<file path="src/hdl/pgmb_ram.sv">
// pgmb_ram: generic single-write, single-read RAM with registered read.
// No dependencies.
`default_nettype none

module pgmb_ram #(
   parameter int WIDTH = 8,
   parameter int DEPTH = 16,
   parameter int AW    = (DEPTH > 1) ? $clog2(DEPTH) : 1
) (
   input  wire logic             clock,
   input  wire logic             we,
   input  wire logic [AW-1:0]    waddr,
   input  wire logic [WIDTH-1:0] wdata,
   input  wire logic [AW-1:0]    raddr,
   output logic      [WIDTH-1:0] rdata
);

   logic [WIDTH-1:0] mem [DEPTH];

   always_ff @(posedge clock) begin
      if (we) begin
         mem[waddr] <= wdata;
      end
      rdata <= mem[raddr];
   end

endmodule

`default_nettype wire

</file>
<file path="config.mk">
export PLATFORM = sky130hd
export DESIGN_NAME = pgmb_ram
export DESIGN_NICKNAME = d
export VERILOG_FILES = /design/src/hdl/pgmb_ram.sv
export SDC_FILE = /design/constraint.sdc
export NUM_CORES = 1
export LEC_CHECK = 0
export BUFFER_PORTS_ARGS = -buffer_cell sky130_fd_sc_hd__buf_2
export CELL_PAD_IN_SITES_DETAIL_PLACEMENT = 0
export CELL_PAD_IN_SITES_GLOBAL_PLACEMENT = 1
export CORE_MARGIN = 4
export CORE_UTILIZATION = 40
export DETAILED_ROUTE_END_ITERATION = 10
export PLACE_DENSITY_LB_ADDON = 0.2
export SLEW_MARGIN = 20
export SYNTH_ARGS = -nofsm -noshare
export SYNTH_HDL_FRONTEND = slang
export SYNTH_SLANG_ARGS = --single-unit
</file>
<file path="constraint.sdc">
create_clock -name clock -period 1.53 [get_ports clock]
set_input_delay 0.153 -clock clock [delete_from_list [all_inputs] [get_ports clock]]
set_output_delay 0.153 -clock clock [all_outputs]
set_load 0.02 [all_outputs]
</file>
==> results summary <==
The flow ran to the end, and the final reports show no timing, DRC or antenna violations. The complex-gate fraction of the synthesized area came out at between 2 and 2.5%. The number of post-CTS setup repair buffers is 0. The number of vias per cell is ~5.1.

The launching element type of the critical path is a flop. The combinational group share of total power is 4.7%. The synthesized netlist contains 19 unique library cells. The share of total power in the clock network is 48.6%. The number of placed instances, taps included, is around 440. The number of failing hold endpoints at the final stage came to 0. Setup repair after global routing left no endpoint under its margin.

The launch instance of the worst register-to-register path is mem[1][1]$_DFFE_PP_. The setup slack on the worst flop-to-flop path came out at roughly 0.17 ns. The post-placement worst setup slack came out at -0.0522 ns. After layout, the minimum clock period comes to 1.36 ns. For this run, the total global-route usage over all layers was measured as between 15 and 20%. The logic depth of the worst register-to-register path is 3.

The top fanout value on the critical path came out at 1. The area of the mapped netlist came out at ~5000 µm². The number of antenna violations at the first check in global routing came out at 0. The critical hold path startpoint is wdata[6]. The design area came out at approximately 6300 µm².

The required arrival time at the worst endpoint came out at between 1.5 and 2 ns. The number of buffers added on ports came out at 25. The floorplan die area came out at roughly 15000 µm². The min-delay analysis places its worst path in the category input port to flop. The multiplexer share of the synthesized area is between 10% and 20%. The clock net in this run drives a total of 136 sinks.

The part of the total power dissipated in sequential elements is 46.6%. The post-synthesis adder-cell area fraction came out at 0%. Counting the buffers created by CTS gives 17. The count of buffering cells on the critical path with inverters included came out at 0. The relative slew slack came out at a little under half. The synthesized netlist devotes under 10% of its cell area to simple gates. The largest area contributor in the synthesized netlist is edfxtp_1. The top cell type by area accounts for about 75% of the synthesized area. The number of cells on the worst hold path came out at 1. In this design, the largest share of critical-path delay is due to multiplexers. By area, the combinational part of the netlist is dominated by multiplexers. On the worst path, the slowest cell contributes a delay of just over 0.5 ns. The terminating pin of the worst hold path is mem[5][6]$_DFFE_PP_. The CTS root buffer is clkbuf_16. The total placed instance area came out at between 5000 and 6000 µm².

The Yosys warning count is 0. The detailed-route via count came out at about 2400. Synthesis handed over a netlist of between 200 and 250 instances. The internal power summed over all cells came out at between 7000 and 8000 µW. The register area share after synthesis came out at roughly 78%. The wire length of the first global-routing pass is 15400 µm. The routability-driven placement congestion ratio is ~0.70. The antenna violation net count after detailed routing is 0. In the final layout, the share of cells above drive strength 1 is 33.6%. The worst setup path is captured at a flop. The slew at the pin closest to its max-slew limit is about 0.79 ns.

The final worst clock skew is 0.00675 ns. The number of standard cells in the final layout excluding fillers came out at ~470. For this run, the share of the core covered by cells in the final layout is roughly 50%.

The level count of the clock H-tree came out at 4. After detailed routing, the average wire length per cell comes to roughly 21 µm. The post-cts gate resize count is 0. The final layout contains a little over 300 nets. The standby leakage power is around 0.0021 µW. In this run the count of I/O pins placed on the die edge is 26. The largest voltage drop on the vdd net is approximately 0.7 mV.

The net count of the mapped netlist came out at between 200 and 250. The ratio of final minimum period to clock period came out at slightly below 90%. No sink is reached through more buffers than the 2 on the longest clock path. The maximum number of pins on one net before global-route repair is 19. By area the synthesized netlist is led by edfxtp_1, mux4_2, mux4_1. The number of max-capacitance violations reported came out at 0.

In this run, synthesis produced a sequential element count of between 100 and 150. The global-route congestion overflow total is 0. The least setup slack across all paths after layout came out at 0.170 ns. For this run, design rule violations remaining after detail routing come to 0.

The total count of max-transition violations in the final report is 0. Setup violations remaining at the end of the flow were counted as 0. The power density normalized to cell area is ~1400 nW/µm². The number of hold buffers added after cts is 0.

The effective utilization at floorplan is around two fifths. The average footprint of a synthesized cell is between 20 and 25 µm². The number of global-route vias before repair is ~2500. The clock edge transition at the registers on the reported setup and hold paths came out at 0.05 ns. For this design, the slowest cell found on the critical path is mux4_1. The site row count is 41.

The standard cell core area came out at between 10000 and 15000 µm². Net switching is between 10% and 20% of the power. The library cell used most frequently in the layout, excluding fill and tap cells, is edfxtp_1. Of the total synthesized cell area, the portion taken by XOR and XNOR cells is 0%. Data arrives at the worst endpoint at between 1.5 and 2 ns. From synthesis to final layout, the design area changed by 21.9%.

After the first detailed-routing iteration, the DRC count stood at around 230. From left edge to right edge, the die measures around 120 µm. The latest clock arrival within the worst-skew pair is 0.41 ns. From bottom edge to top edge, the die measures roughly 120 µm. The placed wire-length estimate after detailed placement came out at 6630 µm. The endpoint identified for the worst register-to-register timing path is rdata[1]$_DFF_P_. Leaving out fill and tap cells, the most frequent cells in the layout are edfxtp_1, buf_2, buf_4.

The critical path goes through mux4_1, a22oi_1, nand2_1. The clock tree from TritonCTS is yes. Summed over all nets, the switching power comes to ~1700 µW. For this run, the detailed router's first-pass iteration total came to 4. After detailed routing, the total wire length is 10100 µm. Based on the critical path, the design can be clocked at up to approximately 740 MHz. The critical path class is flop to flop. The repair_antennas step left the layout with diodes totalling 0.
layout make-up:
type | instances | area, µm²
Tap cell | 172 | 215
Timing Repair Buffer | 50 | 350
Clock buffer | 19 | 443
Sequential cell | 136 | 4000
Fill cell | 1041 | 6340
Multi-Input combinational cell | 83 | 1060
Clock inverter | 13 | 201
logic make-up after synthesis:
family | count (synthesis)
flops | 136
buf+inv | 10
compound gates | 16
mux | 32
simple gates | 35
registers in the layout (all words and copies together) (netlist names):
register  count
mem         128
rdata         8
routing by layer:
layer	global-route usage [%]	vias to the layer above	wire, µm
li1	-	1092	-
met1	20.8	1254	4850
met2	22.7	47	4730
met3	4.85	9	332
met4	5.46	0	134
met5	0	-	0
power groups by stage:
stage	Combinational (µW)	Sequential (µW)	Clock, µW
6_report	425	4190	4370
5_1_grt	465	4200	4620
4_1_cts	436	4190	4440
3_5_place_dp	436	4270	0
3_3_place_gp	430	4260	0
2_1_floorplan	212	4290	0
synthesized netlist by cell type:
| cell | instances |
|---|---|
| mux4_1 | 14 |
| nand3_1 | 1 |
| mux4_2 | 18 |
| nand3b_1 | 2 |
| dfxtp_1 | 8 |
| clkdlybuf4s25_2 | 3 |
| or3b_2 | 1 |
| nor2b_1 | 1 |
| nand2b_1 | 2 |
| buf_6 | 3 |
| nand2_1 | 9 |
| and2_1 | 1 |
| edfxtp_1 | 128 |
| nor3_1 | 4 |
| and2b_1 | 1 |
| nor2_1 | 13 |
| a22oi_1 | 16 |
| buf_2 | 3 |
| buf_4 | 1 |
per-stage QoR:
stage	TNS [ns]	hold slack [ns]	power (µW)
after floorplan	0	0.252	4500
final	0	0.126	8980
after global routing	0	0.126	9280
after global placement	-0.195	0.539	4690
after detailed placement	-0.141	0.552	4700
after CTS	0	0.113	9060
how the worst max path moves through the flow:
stage / start / endpoint / slack (ns) / depth (start not counted)
after floorplan: waddr[2] / mem[3][0]$_DFFE_PP_ / 0.11 / 2
after global placement: raddr[0] / rdata[0]$_DFF_P_ / -0.07 / 5
after detailed placement: raddr[0] / rdata[1]$_DFF_P_ / -0.05 / 5
after CTS: mem[1][1]$_DFFE_PP_ / rdata[1]$_DFF_P_ / 0.15 / 3
after global routing: mem[1][0]$_DFFE_PP_ / rdata[0]$_DFF_P_ / 0.09 / 3
final: mem[1][1]$_DFFE_PP_ / rdata[1]$_DFF_P_ / 0.17 / 3
Note: power is estimated with default switching activity, not from simulation.
