**src/hdl/pgmb_div.sv**
```systemverilog
// pgmb_div: shared restoring divider, one quotient bit per cycle.
// Unsigned dividend of DW bits over a 24-bit divisor; no package use.
`default_nettype none

module pgmb_div #(
   parameter int DW = 40
) (
   input  wire logic          clock,
   input  wire logic          reset,
   input  wire logic          start,
   input  wire logic [DW-1:0] dividend,
   input  wire logic [23:0]   divisor,
   output logic               done,
   output logic      [DW-1:0] quotient
);

   localparam int CNT_W = $clog2(DW + 1);

   logic              busy_ff;
   logic              done_ff;
   logic [CNT_W-1:0]  cnt_ff;
   logic [23:0]       rem_ff;
   logic [23:0]       dsr_ff;
   logic [DW-1:0]     quo_ff;
   logic [24:0]       shifted;
   logic [25:0]       diff;
   logic              qbit;

   assign shifted = {rem_ff, quo_ff[DW-1]};
   assign diff    = {1'b0, shifted} - {2'b00, dsr_ff};
   assign qbit    = ~diff[25];

   always_ff @(posedge clock) begin
      if (reset) begin
         busy_ff <= 1'b0;
         done_ff <= 1'b0;
         cnt_ff  <= '0;
      end else begin
         done_ff <= 1'b0;
         if (busy_ff) begin
            cnt_ff <= cnt_ff - CNT_W'(1);
            if (cnt_ff == CNT_W'(1)) begin
               busy_ff <= 1'b0;
               done_ff <= 1'b1;
            end
         end else if (start) begin
            busy_ff <= 1'b1;
            cnt_ff  <= CNT_W'(DW);
         end
      end
   end

   always_ff @(posedge clock) begin
      if (busy_ff) begin
         quo_ff <= {quo_ff[DW-2:0], qbit};
         rem_ff <= qbit ? diff[23:0] : shifted[23:0];
      end else if (start) begin
         quo_ff <= dividend;
         rem_ff <= '0;
         dsr_ff <= divisor;
      end
   end

   assign done     = done_ff;
   assign quotient = quo_ff;

endmodule

`default_nettype wire

```
**config.mk**
```make
export PLATFORM = sky130hd
export DESIGN_NAME = pgmb_div
export DESIGN_NICKNAME = d
export VERILOG_FILES = /design/src/hdl/pgmb_div.sv
export SDC_FILE = /design/constraint.sdc
export NUM_CORES = 1
export LEC_CHECK = 0
export ABC_AREA = 1
export BUFFER_PORTS_ARGS = -buffer_cell sky130_fd_sc_hd__clkbuf_2
export CAP_MARGIN = 20
export CORE_MARGIN = 1.5
export CORE_UTILIZATION = 57
export DETAILED_ROUTE_END_ITERATION = 8
export GPL_TIMING_DRIVEN = 1
export PLACE_DENSITY_LB_ADDON = 0.3
export REMOVE_ABC_BUFFERS = 1
export SLEW_MARGIN = 25
export SYNTH_ARGS = -nofsm -noshare
export SYNTH_HDL_FRONTEND = slang
export SYNTH_SLANG_ARGS = --single-unit
```
**constraint.sdc**
```tcl
create_clock -name clock -period 3.6 [get_ports clock]
set_clock_uncertainty 0.15 [all_clocks]
set_input_delay 0.72 -clock clock [delete_from_list [all_inputs] [get_ports clock]]
set_output_delay 0.72 -clock clock [all_outputs]
set_load 0.01 [all_outputs]
```
==> results of run 1 <==
[flip-flops by register name, indices dropped and copies added, names as in the netlist]
name	count
busy_ff	1
cnt_ff	6
done	1
dsr_ff	24
quotient	40
rem_ff	24
[routing by layer]
metal,global-route usage,wire length (um),share of wire
met5,0,0,0
met4,0.07828,163,0.013
met3,0.05427,977,0.076
met2,0.3996,5922,0.46
met1,0.3362,5847,0.45
[how the worst max path moves through the flow]
stage	endpoint	startpoint	slack, ns
3_5_place_dp	rem_ff[16]	quotient[39]	1.13
4_1_cts	rem_ff[16]	quotient[39]	1.11
5_1_grt	rem_ff[16]	quotient[39]	0.88
2_1_floorplan	cnt_ff[3]	busy_ff	-0.14
3_3_place_gp	rem_ff[16]	quotient[39]	1.22
6_report	rem_ff[16]	quotient[39]	1.09
[cell families (layout without fill, tap and decap cells)]
group | Yosys count | count (layout)
flops | 96 | 96
xor+xnor | 10 | 10
buf+inv | 152 | 265
simple gates | 440 | 440
compound gates | 37 | 37
fa+ha+maj | 27 | 27
[cells in the mapped netlist, types with 3 or more instances]
| master | count | area share |
|---|---|---|
| o21ai_1 | 15 | 0.013 |
| inv_2 | 6 | 0.0038 |
| edfxtp_1 | 88 | 0.45 |
| nor2_2 | 18 | 0.019 |
| clkinv_1 | 3 | 0.0019 |
| clkbuf_1 | 8 | 0.0051 |
| xor2_1 | 9 | 0.013 |
| nor2_1 | 53 | 0.034 |
| nand2_2 | 14 | 0.015 |
| nor3_1 | 3 | 0.0025 |
| inv_1 | 129 | 0.082 |
| a21oi_1 | 18 | 0.015 |
| nand3_1 | 29 | 0.025 |
| nand4_1 | 7 | 0.0074 |
| ha_1 | 26 | 0.055 |
| nand3b_1 | 3 | 0.0038 |
| dfxtp_1 | 8 | 0.027 |
| nand2_1 | 304 | 0.19 |
[worst register-to-register path, delay by kind of cell, from the launching register on]
family | cells | cell delay, ns
buffers and inverters | 2 | 0.19
and+or+nand+nor | 11 | 0.91
DFF | 1 | 0.39
adders and majority gates | 2 | 0.64
[through the flow]
stage / hold WS (ns) / instances / setup TNS, ns / total power, uW / worst slack [ns]
finish: 0.3513 / 1008 / 0 / 3240 / 1.094
global route: 0.3572 / 1008 / 0 / 3459 / 0.8768
CTS: 0.3448 / 1008 / 0 / 3257 / 1.106
detailed placement: 0.3323 / 992 / 0 / 2559 / 1.126
global placement: 0.3075 / 992 / 0 / 2529 / 1.221
floorplan: 0.2977 / 748 / -1.409 / 2253 / -0.1414
[layout make-up]
cell class / instances / area (um^2) / share of cell area
clock buffer: 11 / 131.4 / 0.01946
clock inverter: 5 / 55.05 / 0.008156
inverter: 138 / 518.0 / 0.07674
multi-input combinational: 514 / 2497 / 0.3700
sequential: 96 / 2804 / 0.4154
tap: 133 / 166.4 / 0.02465
timing repair buffer: 111 / 578.1 / 0.08563
[power groups by stage]
stage | registers [uW] | clock network (uW) | logic (uW)
after detailed placement | 1480 | 0 | 1080
final | 1450 | 693 | 1090
after floorplan | 1490 | 0 | 758
after CTS | 1450 | 714 | 1090
after global routing | 1470 | 748 | 1240
after global placement | 1470 | 0 | 1060
==> summary.txt, run 1 <==
Critical path
  – Stages on worst setup path: 15
  – Most used cell, CP: nand2_1
  – FF-to-FF End: rem_ff[16]
  – R2R Path Start: quotient[39]
  – Worst setup path class: reg -> reg
  – Worst Path Buf+Inv: 2
  – Crit. End Element: register
  – Maximum single-stage delay on the critical path: 0.42 ns
  – Worst path slowest cell: fa_1
  – Delay-heaviest family, CP: simple AND/OR/NAND/NOR gates
  – Reg-to-reg slack, setup: 1.09 ns
  – Sequence of cells on the critical path: inv_1, ha_1, fa_1, inv_1, nand3_1, nand3_1, nand2_1, nand2_1, nand2_1, nand2_1, nand2_1, nand2_1, nand2_1, nand2_1, nor2_1
  – Worst Reg-to-Reg Cells: 15
  – Crit path required time: roughly 3.6 ns
  – CP startpoint kind: register
  – Critical Path Fanout Max: 4
  – WP data arrival: between 2 and 2.5 ns

Global route
  – Vias in the first global route: approximately 5000
  – First-pass GRT wire length: ~22 mm
  – Gr usage total: 0.2487
  – GR Overflow Total: 0
  – Largest net degree at the start of global routing: 54
  – Antenna violations before repair: 0

Drt
  – Via count: around 5000
  – Antenna-violating nets left: 0
  – DRC: 0
  – Via density: around 5.0
  – Initial DRT Pass Iterations: 5
  – Initial DRC count: around 270
  – WL per Instance: 12.81 um
  – Wirelength, routed: 12.91 mm

Synth
  – Mux share of post-synthesis cell area: 0
  – Synth Area in Compound Gates: 0.03391
  – Register bit total from synthesis: 96
  – Sequential share of the synthesized area: 0.4748
  – Syn Inst Count: roughly 760
  – Main combinational cell family by area after synthesis: simple AND/OR/NAND/NOR gates
  – Synthesized cell area: 5903 um^2
  – Primary FF master, synth: edfxtp_1
  – Simple-gate area share of the yosys netlist: 0.3158
  – Post-Synth XOR/XNOR Area: 0.01484
  – Yosys warnings: 0
  – Number of flops mapped to enable cells by yosys: approximately 90
  – Post-synthesis cell type count: 35
  – Syn avg cell area: ~7.7 um^2
  – Async SR Flop Fraction: 0
  – Synth Area in Adders: 0.05850

Timing
  – Final Setup Violations: 0
  – Final slew viol count: 0
  – Hold Violations, Final: 0
  – Fmax: 0.3991 GHz
  – Fin crit share: 0.6960
  – Tmin final: 2.506 ns
  – Worst-Margin Slew: 0.6020 ns
  – Max_slew headroom: 0.5982
  – RSZ-0062 raised after global routing: false

Power
  – Maximum resistive drop on vdd: ~0.25 mV
  – Gate power share: 0.337
  – Static Leak: roughly 0.0036 uW
  – PD cells: about 480 nW/um^2
  – Reg power frac: 0.449
  – Switch Pwr: approximately 1200 uW
  – P_int: approximately 2100 uW
  – Net Sw Frac: 0.3576
  – Clock share of power: 0.214

Layout
  – Commonest non-fill, non-tap cell in the layout: nand2_1
  – Fraction of layout cells with a size suffix above 1: 0.1977
  – # fillers: around 860
  – Finished Core Util: 0.6812
  – Highest-count cells in the layout ignoring fill and taps: nand2_1 (304), inv_1 (128), clkbuf_2 (107)
  – N_diodes: 0
  – Layout Area Growth over Synthesis: 14.35%
  – Nets: between 900 and 1000
  – Final Cell Area: ~6800 um^2

Run
  – Max Cap Viol: 0

Hold path
  – Count of cells along the worst hold path: 2
  – Hold Path Origin: cnt_ff[5]
  – Hold crit path type: reg -> reg
  – Hold endpoint: cnt_ff[5]

Floorplan
  – Initial Util: 0.5957
  – Die W: ~100 um
  – Die span in y: 104.8 um
  – Die area: approximately 11000 um^2
  – Row count: 36
  – Num ports: around 110
  – Core ar.: 9910 um^2

Clock tree
  – Clk sinks: between 90 and 100
  – Clock-pin transition on the worst setup and hold timing paths: roughly 0.090 ns
  – Clk root buf: clkbuf_8
  – Post-CTS setup buffers: 0
  – Worst-Skew Late Latency: roughly 0.36 ns
  – Post-cts resize count: 0
  – Hold buffers post-CTS: 0
  – CTS tree: done
  – CTS Buffer Depth: 2
  – CTS Buf Count: 9
  – Htree depth: 3

Place
  – Hpwl dp: about 9.8 mm
  – Placed cell area: about 6600 um^2
  – Final Wtd Congestion: 0.9847
  – IO buf count: about 110

Outcome
  – Status: complete, no violations
Note: power is estimated with default switching activity, not from simulation.
==> run 2, diff against run 1 <==
--- a/config.mk
+++ b/config.mk
@@ -9,7 +9,7 @@
 export BUFFER_PORTS_ARGS = -buffer_cell sky130_fd_sc_hd__clkbuf_2
 export CAP_MARGIN = 20
 export CORE_MARGIN = 1.5
-export CORE_UTILIZATION = 57
+export CORE_UTILIZATION = 51
 export DETAILED_ROUTE_END_ITERATION = 8
 export GPL_TIMING_DRIVEN = 1
 export PLACE_DENSITY_LB_ADDON = 0.3
==> constraint.sdc (replaced) <==
create_clock -name clock -period 2.3 [get_ports clock]
set_clock_uncertainty 0.15 [all_clocks]
set_input_delay 0.46 -clock clock [delete_from_list [all_inputs] [get_ports clock]]
set_output_delay 0.46 -clock clock [all_outputs]
set_load 0.01 [all_outputs]
==> run 2 against run 1 <==
Effect of this change:
- cell count rose by 5.4%
- critical path depth down 3
- count of clock-buffer cells in the layout fell by 1
- combinational power increased by 100%
- largest power group unchanged
==> summary.txt, run 2 (synthesis gave the netlist of run 1 again) <==
Power
  – Net Sw Frac: 0.3381 (-0.01943)
  – Maximum resistive drop on vdd: 0.5933 mV (+140%)
  – Switch Pwr: 2073 uW (+79%)
  – Gate power share: 0.355 (+0.018)
  – PD cells: 807.3 nW/um^2 (+68%)
  – Clock share of power: 0.268 (+0.054)
  – Static Leak: 0.003933 uW (+8.9%)
  – P_int: 4057 uW (+95%)
  – Reg power frac: 0.377 (-0.072)

Clock tree
  – Worst-Skew Late Latency: 0.35 ns (about the same)
  – Clk root buf: clkbuf_16
  – CTS tree: done
  – Htree depth: 3 (unchanged)
  – CTS Buffer Depth: 2 (unchanged)
  – Clock-pin transition on the worst setup and hold timing paths: 0.07 ns (-0.02 ns)
  – Clk sinks: 96 (unchanged)
  – CTS Buf Count: 9 (unchanged)

Outcome
  – Status: complete, no violations

Hold path
  – Hold crit path type: in -> reg
  – Hold Path Origin: divisor[9]
  – Count of cells along the worst hold path: 1 (-1)

Timing
  – Hold Violations, Final: 0 (unchanged)
  – Fin crit share: 0.9656 (+0.2696)
  – Fmax: 0.4503 GHz (+13%)
  – Max_slew headroom: 0.7312 (+0.1330)
  – Tmin final: 2.221 ns (-0.2848 ns)
  – Worst-Margin Slew: 0.4002 ns (-0.2019 ns)
  – Hold Slack: 0.1287 ns (-0.2226 ns)
  – Final Setup Violations: 0 (unchanged)
  – RSZ-0062 raised after global routing: true
  – Final slew viol count: 0 (unchanged)

Critical path
  – Sequence of cells on the critical path: ha_4, nand2_2, buf_4, nor2_4, nand2_2, nor2_4, nand2_4, nand2_4, buf_4, nand2_1, nor2_1, nor2_1
  – Worst path slowest cell: edfxtp_1
  – Crit. Startpoint: rem_ff[11]
  – Reg-to-reg slack, setup: 0.08 ns (-1.02 ns)
  – Critical Path Fanout Max: 8 (+4)
  – Crit. End Element: register
  – Crit path required time: 2.26 ns (-1.31 ns)
  – Worst Reg-to-Reg Cells: 12 (-3)
  – Critical Path End: rem_ff[20]
  – Worst setup path class: reg -> reg
  – FF-to-FF End: rem_ff[20]
  – Maximum single-stage delay on the critical path: 0.43 ns (about the same)
  – R2R Path Start: rem_ff[11]
  – WP data arrival: 2.18 ns (-0.30 ns)
  – CP startpoint kind: register

Floorplan
  – Die W: 110.6 um (+5.6%)
  – Initial Util: 0.5192 (-0.07650)
  – Die area: 12230 um^2 (+11%)
  – Row count: 39 (+8.3%)
  – Die span in y: 110.6 um (+5.6%)
  – Core ar.: 11370 um^2 (+15%)
  – Num ports: 108 (unchanged)

Drt
  – Wirelength, routed: 14.10 mm (+9.2%)
  – Initial DRC count: 316 (+18%)
  – Initial DRT Pass Iterations: 5 (unchanged)
  – DRC: 0 (unchanged)
  – Via density: 4.902 (-1.9%)
  – Via count: 5206 (+3.4%)
  – Antenna-violating nets left: 0 (unchanged)
  – WL per Instance: 13.28 um (+3.7%)

Global route
  – GR Overflow Total: 0 (unchanged)
  – Gr usage total: 0.2307 (-0.01806)
  – Largest net degree at the start of global routing: 37 (-31%)
  – Vias in the first global route: 4853 (-1.7%)
  – Antenna violations before repair: 0 (unchanged)
  – First-pass GRT wire length: 22.71 mm (+3.2%)

Layout
  – Finished Core Util: 0.6678 (-0.01342)
  – Layout Area Growth over Synthesis: 28.61%
  – Highest-count cells in the layout ignoring fill and taps: nand2_1 (298), inv_1 (126), clkbuf_2 (107)
  – Max reg flops: 40 (unchanged)
  – Nets: 1008 (+4.6%)
  – Sequential cell area: 2804 um^2 (unchanged)
  – Commonest non-fill, non-tap cell in the layout: nand2_1
  – # fillers: 951 (+11%)
  – N_diodes: 0 (unchanged)
  – Multi-input logic area: 2808 um^2 (+12%)
  – Fraction of layout cells with a size suffix above 1: 0.2797 (+0.08194)

Place
  – Hpwl dp: 10.22 mm (+4.1%)
  – Final Wtd Congestion: 0.9790 (-0.58%)
  – IO buf count: 107 (unchanged)

Run
  – Max Cap Viol: 0 (unchanged)
[run 2: changes by cell type in the layout (fill, tap and decap cells not counted), moves of 4 or more]
cell / change
buf_12: +4
buf_4: +39
clkbuf_16: +9
clkbuf_8: -9
ha_1: -17
ha_4: +17
nand2_1: -6
nand2_2: +4
o21ai_1: -6
o21ai_2: +6
[run 2: stage by stage]
step           setup TNS, ns  cell area, um^2  instances  power [uW]  worst slack, ns
5_1_grt              -0.2184             7592       1062        6498         -0.03226
2_1_floorplan        -141.63             5818        748        3526           -1.441
6_report                   0             7592       1062        6129          0.07909
4_1_cts                    0             7162       1048        5854         0.003460
3_5_place_dp               0             6839       1032        4195        0.0008034
3_3_place_gp               0             6839       1032        4179         0.003946
[run 2: worst min-delay path by stage]
| stage | to | slack (ns) |
|---|---|---|
| floorplan | cnt_ff[5] | 0.30 |
| global placement | cnt_ff[5] | 0.31 |
| detailed placement | cnt_ff[5] | 0.32 |
| CTS | dsr_ff[18] | 0.12 |
| global route | dsr_ff[11] | 0.12 |
| finish | dsr_ff[9] | 0.13 |
[run 2: final cells by class]
cell class | instances | share of cell area
Clock buffer | 10 | 0.03016
Clock inverter | 6 | 0.01187
Inverter | 138 | 0.06856
Multi-Input combinational cell | 514 | 0.3698
Sequential cell | 96 | 0.3693
Tap cell | 143 | 0.02357
Timing Repair Buffer | 155 | 0.1267
[run 2: timing repair]
item | CTS | global route
endpoints found under the setup margin | 1 | 25
gates resized for setup | 1 | 46
hold buffers | 0 | 0
pin swaps | 0 | 8
cloned | 0 | 0
buffers inserted | 0 | 14
[run 2: power groups by stage]
stage	clock, uW	combinational (uW)	sequential [uW]
floorplan	0	1190	2340
finish	1640	2180	2310
global placement	0	1870	2310
CTS	1680	1900	2270
global route	1740	2420	2330
detailed placement	0	1890	2310
[run 2: routing by layer]
metal,wire length (um),global-route usage,up-vias
li1,-,-,2663
met1,6423,0.3109,2364
met2,6566,0.3650,161
met3,878,0.05543,18
met4,234,0.08120,0
met5,0,0,-
[run 2: critical path, delay by kind of cell, from the launching register on]
kind	cells	cell delay (ns)
buffers and inverters	2	0.27
flip-flops	1	0.43
adder cells (fa/ha/maj)	1	0.31
AND/OR/NAND/NOR	9	0.81
==> run 3, diff against run 2 <==
--- a/config.mk
+++ b/config.mk
@@ -5,11 +5,10 @@
 export SDC_FILE = /design/constraint.sdc
 export NUM_CORES = 1
 export LEC_CHECK = 0
-export ABC_AREA = 1
+export ABC_AREA = 0
 export BUFFER_PORTS_ARGS = -buffer_cell sky130_fd_sc_hd__clkbuf_2
 export CAP_MARGIN = 20
-export CORE_MARGIN = 1.5
-export CORE_UTILIZATION = 51
+export CORE_UTILIZATION = 50
 export DETAILED_ROUTE_END_ITERATION = 8
 export GPL_TIMING_DRIVEN = 1
 export PLACE_DENSITY_LB_ADDON = 0.3
==> run 3 against run 2 <==
Effect of this change:
- highest routed layer unchanged
- sequential power is 2% lower
- cell count fell by 29%
- combinational power shrank 10%
- the run now ends with negative setup slack left
- via count shrank 23%
- count of clock-buffer cells in the layout decreased by 1
- clock power down 32%
- routed wire length shrank 15%
- global-route usage up 0.29 points
- setup slack got worse by 0.75 ns
- sequential cell count unchanged
- total power fell by 13%
==> summary.txt, run 3 <==
Outcome
  – Status: finished with violations
  – Violated checks: negative setup slack

Clock tree
  – CTS Buffer Depth: 2 (unchanged)
  – Clock-pin transition on the worst setup and hold timing paths: 0.10 ns (+0.03 ns)
  – CTS tree: done
  – Clk sinks: 96 (unchanged)
  – Clk root buf: clkbuf_8
  – CTS Buf Count: 9 (unchanged)
  – Htree depth: 3 (unchanged)
  – Hold buffers post-CTS: 0 (unchanged)
  – Worst-Skew Late Latency: 0.37 ns (+0.02 ns)

Place
  – Post-Place Cells: 710 (-31%)
  – Final Wtd Congestion: 0.8450 (-14%)
  – Dpl ws: -0.6253 ns (-0.6261 ns)
  – IO buf count: 107 (unchanged)
  – Hpwl dp: 8.011 mm (-22%)

Floorplan
  – Die W: 103.4 um (-6.5%)
  – Initial Util: 0.5212 (+0.001979)
  – Die area: 10690 um^2 (-13%)
  – Row count: 36 (-7.7%)
  – Core ar.: 9864 um^2 (-13%)
  – Die span in y: 103.4 um (-6.5%)
  – Num ports: 108 (unchanged)

Run
  – Max Cap Viol: 0 (unchanged)

Timing
  – Slack of the critical path: -0.6725 ns (-0.7516 ns)
  – Tmin final: 2.972 ns (+0.7516 ns)
  – Final slew viol count: 0 (unchanged)
  – Fmax: 0.3364 GHz (-25%)
  – RSZ-0062 raised after global routing: true
  – Hold Slack: 0.1056 ns (-0.02311 ns)
  – Worst-Margin Slew: 0.8550 ns (+0.4548 ns)
  – Hold Violations, Final: 0 (unchanged)
  – Final Setup Violations: 25 (+25)
  – Fin crit share: 1.292 (+0.3268)
  – Max_slew headroom: 0.4294 (-0.3018)

Synth
  – Async SR Flop Fraction: 0 (unchanged)
  – Post-synthesis cell type count: 53 (+51%)
  – Number of flops mapped to enable cells by yosys: 88 (unchanged)
  – Sequential share of the synthesized area: 0.5451 (+0.07037)
  – Yosys warnings: 0 (unchanged)
  – Primary FF master, synth: edfxtp_1
  – Synth top area share: 0.5140 (+0.06635)
  – Syn avg cell area: 12.24 um^2 (+58%)
  – Most frequent cells after synthesis: edfxtp_1 (88), mux2_2 (41), inv_1 (38), nor2_1 (33), ha_1 (26)
  – Count leader, synth: edfxtp_1
  – Register bit total from synthesis: 96 (unchanged)
  – Synth top area cells: edfxtp_1 (51%), mux2_2 (9.0%), ha_1 (6.3%)
  – Synthesized cell area: 5141 um^2 (-13%)
  – Syn Inst Count: 420 (-45%)
  – Cell taking the most area after synthesis: edfxtp_1

Power
  – Static Leak: 0.003049 uW (-22%)
  – Maximum resistive drop on vdd: 0.4710 mV (-21%)
  – PD cells: 770.7 nW/um^2 (-4.5%)
  – Power after layout: 5338 uW (-13%)

Layout
  – Commonest non-fill, non-tap cell in the layout: clkbuf_2
  – Sequential cell area: 2804 um^2 (unchanged)
  – N_diodes: 0 (unchanged)
  – Finished Core Util: 0.7021 (+0.03429)
  – Layout Area Growth over Synthesis: 34.70%
  – Final std cells w/o fill: 756 (-29%)
  – # fillers: 706 (-26%)
  – Multi-input logic area: 2286 um^2 (-19%)
  – Highest-count cells in the layout ignoring fill and taps: clkbuf_2 (107), edfxtp_1 (88), buf_4 (84)
  – Max reg flops: 40 (unchanged)
  – Nets: 712 (-29%)
  – Fraction of layout cells with a size suffix above 1: 0.4655 (+0.1858)

Hold path
  – Count of cells along the worst hold path: 1 (unchanged)
  – Hold Path Origin: divisor[7]
  – Hold endpoint: dsr_ff[7]
  – Hold crit path type: in -> reg

Global route
  – Largest net degree at the start of global routing: 65 (+76%)
  – GR Overflow Total: 0 (unchanged)
  – Gr usage total: 0.2335 (+0.002877)
  – Vias in the first global route: 4100 (-16%)
  – Antenna violations before repair: 0 (unchanged)
  – First-pass GRT wire length: 18.75 mm (-17%)

Critical path
  – Worst Reg-to-Reg Cells: 11 (-1)
  – Reg-to-reg slack, setup: -0.67 ns (-0.75 ns)
  – CP startpoint kind: register
  – Crit path required time: 2.24 ns (-0.02 ns)
  – FF-to-FF End: rem_ff[18]
  – WP data arrival: 2.91 ns (+0.73 ns)
  – Critical Path Fanout Max: 5 (-3)
  – Worst setup path class: reg -> reg
  – Crit. End Element: register
  – R2R Path Start: rem_ff[15]

Drt
  – Via count: 4000 (-23%)
  – WL per Instance: 15.80 um (+19%)
  – Via density: 5.291 (+7.9%)
  – Initial DRT Pass Iterations: 4 (-1)
  – DRC: 0 (unchanged)
  – Antenna-violating nets left: 0 (unchanged)
  – Wirelength, routed: 11.94 mm (-15%)
  – Initial DRC count: 177 (-44%)
## run 3: changes by cell type after synthesis, sizes merged, moves of 11 or more
cell,before,now
inv,135,38
mux2,0,41
mux2i,0,17
nand2,320,12
nand3,30,4
nor2,74,33
xnor2,1,12
## run 3: metal layers
layer / up-vias / share of wire / GRT usage
li1: 1944 / - / -
met1: 1920 / 0.42 / 0.2721
met2: 123 / 0.49 / 0.3948
met3: 13 / 0.070 / 0.07392
met4: 0 / 0.014 / 0.1051
met5: - / 0 / 0
## run 3: cell families (layout without fill, tap and decap cells)
family | Yosys count | count (layout) | synth area share
xor gates and xnor gates | 15 | 15 | 0.02555
and+or+nand+nor | 90 | 90 | 0.08835
adders and majority gates | 27 | 27 | 0.06717
DFF | 96 | 96 | 0.5451
muxes | 58 | 58 | 0.1229
AOI/OAI and AO/OA | 81 | 81 | 0.1047
buffers and inverters | 53 | 256 | 0.04624
## run 3: area by class of cell
cell class,instances,area share
Timing Repair Buffer,202,0.1926
Multi-Input combinational cell,271,0.3301
Inverter,38,0.02060
Clock buffer,9,0.01789
Clock inverter,7,0.009937
Tap cell,133,0.02403
Sequential cell,96,0.4049
## run 3: power by group
group,switching [uW],internal (uW),total [uW]
Combinational,900,1060,1960
Clock,603,503,1110
Sequential,121,2150,2270
Total,1620,3710,5340
## run 3: worst max path at each step
stage	endpoint	from	slack (ns)	cells after the start
2_1_floorplan	quotient[0]	busy_ff	-1.17	2
3_3_place_gp	rem_ff[13]	rem_ff[9]	-0.55	10
3_5_place_dp	rem_ff[13]	rem_ff[9]	-0.63	10
4_1_cts	rem_ff[11]	rem_ff[1]	-0.61	11
5_1_grt	rem_ff[20]	rem_ff[13]	-0.74	11
6_report	rem_ff[18]	rem_ff[15]	-0.67	11
## run 3: what timing repair did
item | in CTS | in global routing
setup buffers | 16 | 15
pin swaps | 15 | 19
gates resized for setup | 20 | 23
setup endpoints to repair | 25 | 25
cloned | 1 | 0
## run 3: critical path, stage by stage, from the launching register on
cell	delay [ns]
edfxtp_1	0.45
ha_4	0.25
a22oi_1	0.19
nand2_1	0.14
a211oi_2	0.26
a21oi_2	0.11
a211o_1	0.33
a21boi_4	0.27
buf_6	0.16
buf_4	0.11
mux2i_2	0.20
nor2_1	0.06
## run 3: metrics by stage
step	cell area [um^2]	TNS, ns
floorplan	5046	-113.62
global route	6925	-15.85
global placement	6277	-12.28
CTS	6755	-13.15
finish	6925	-14.26
detailed placement	6277	-14.04
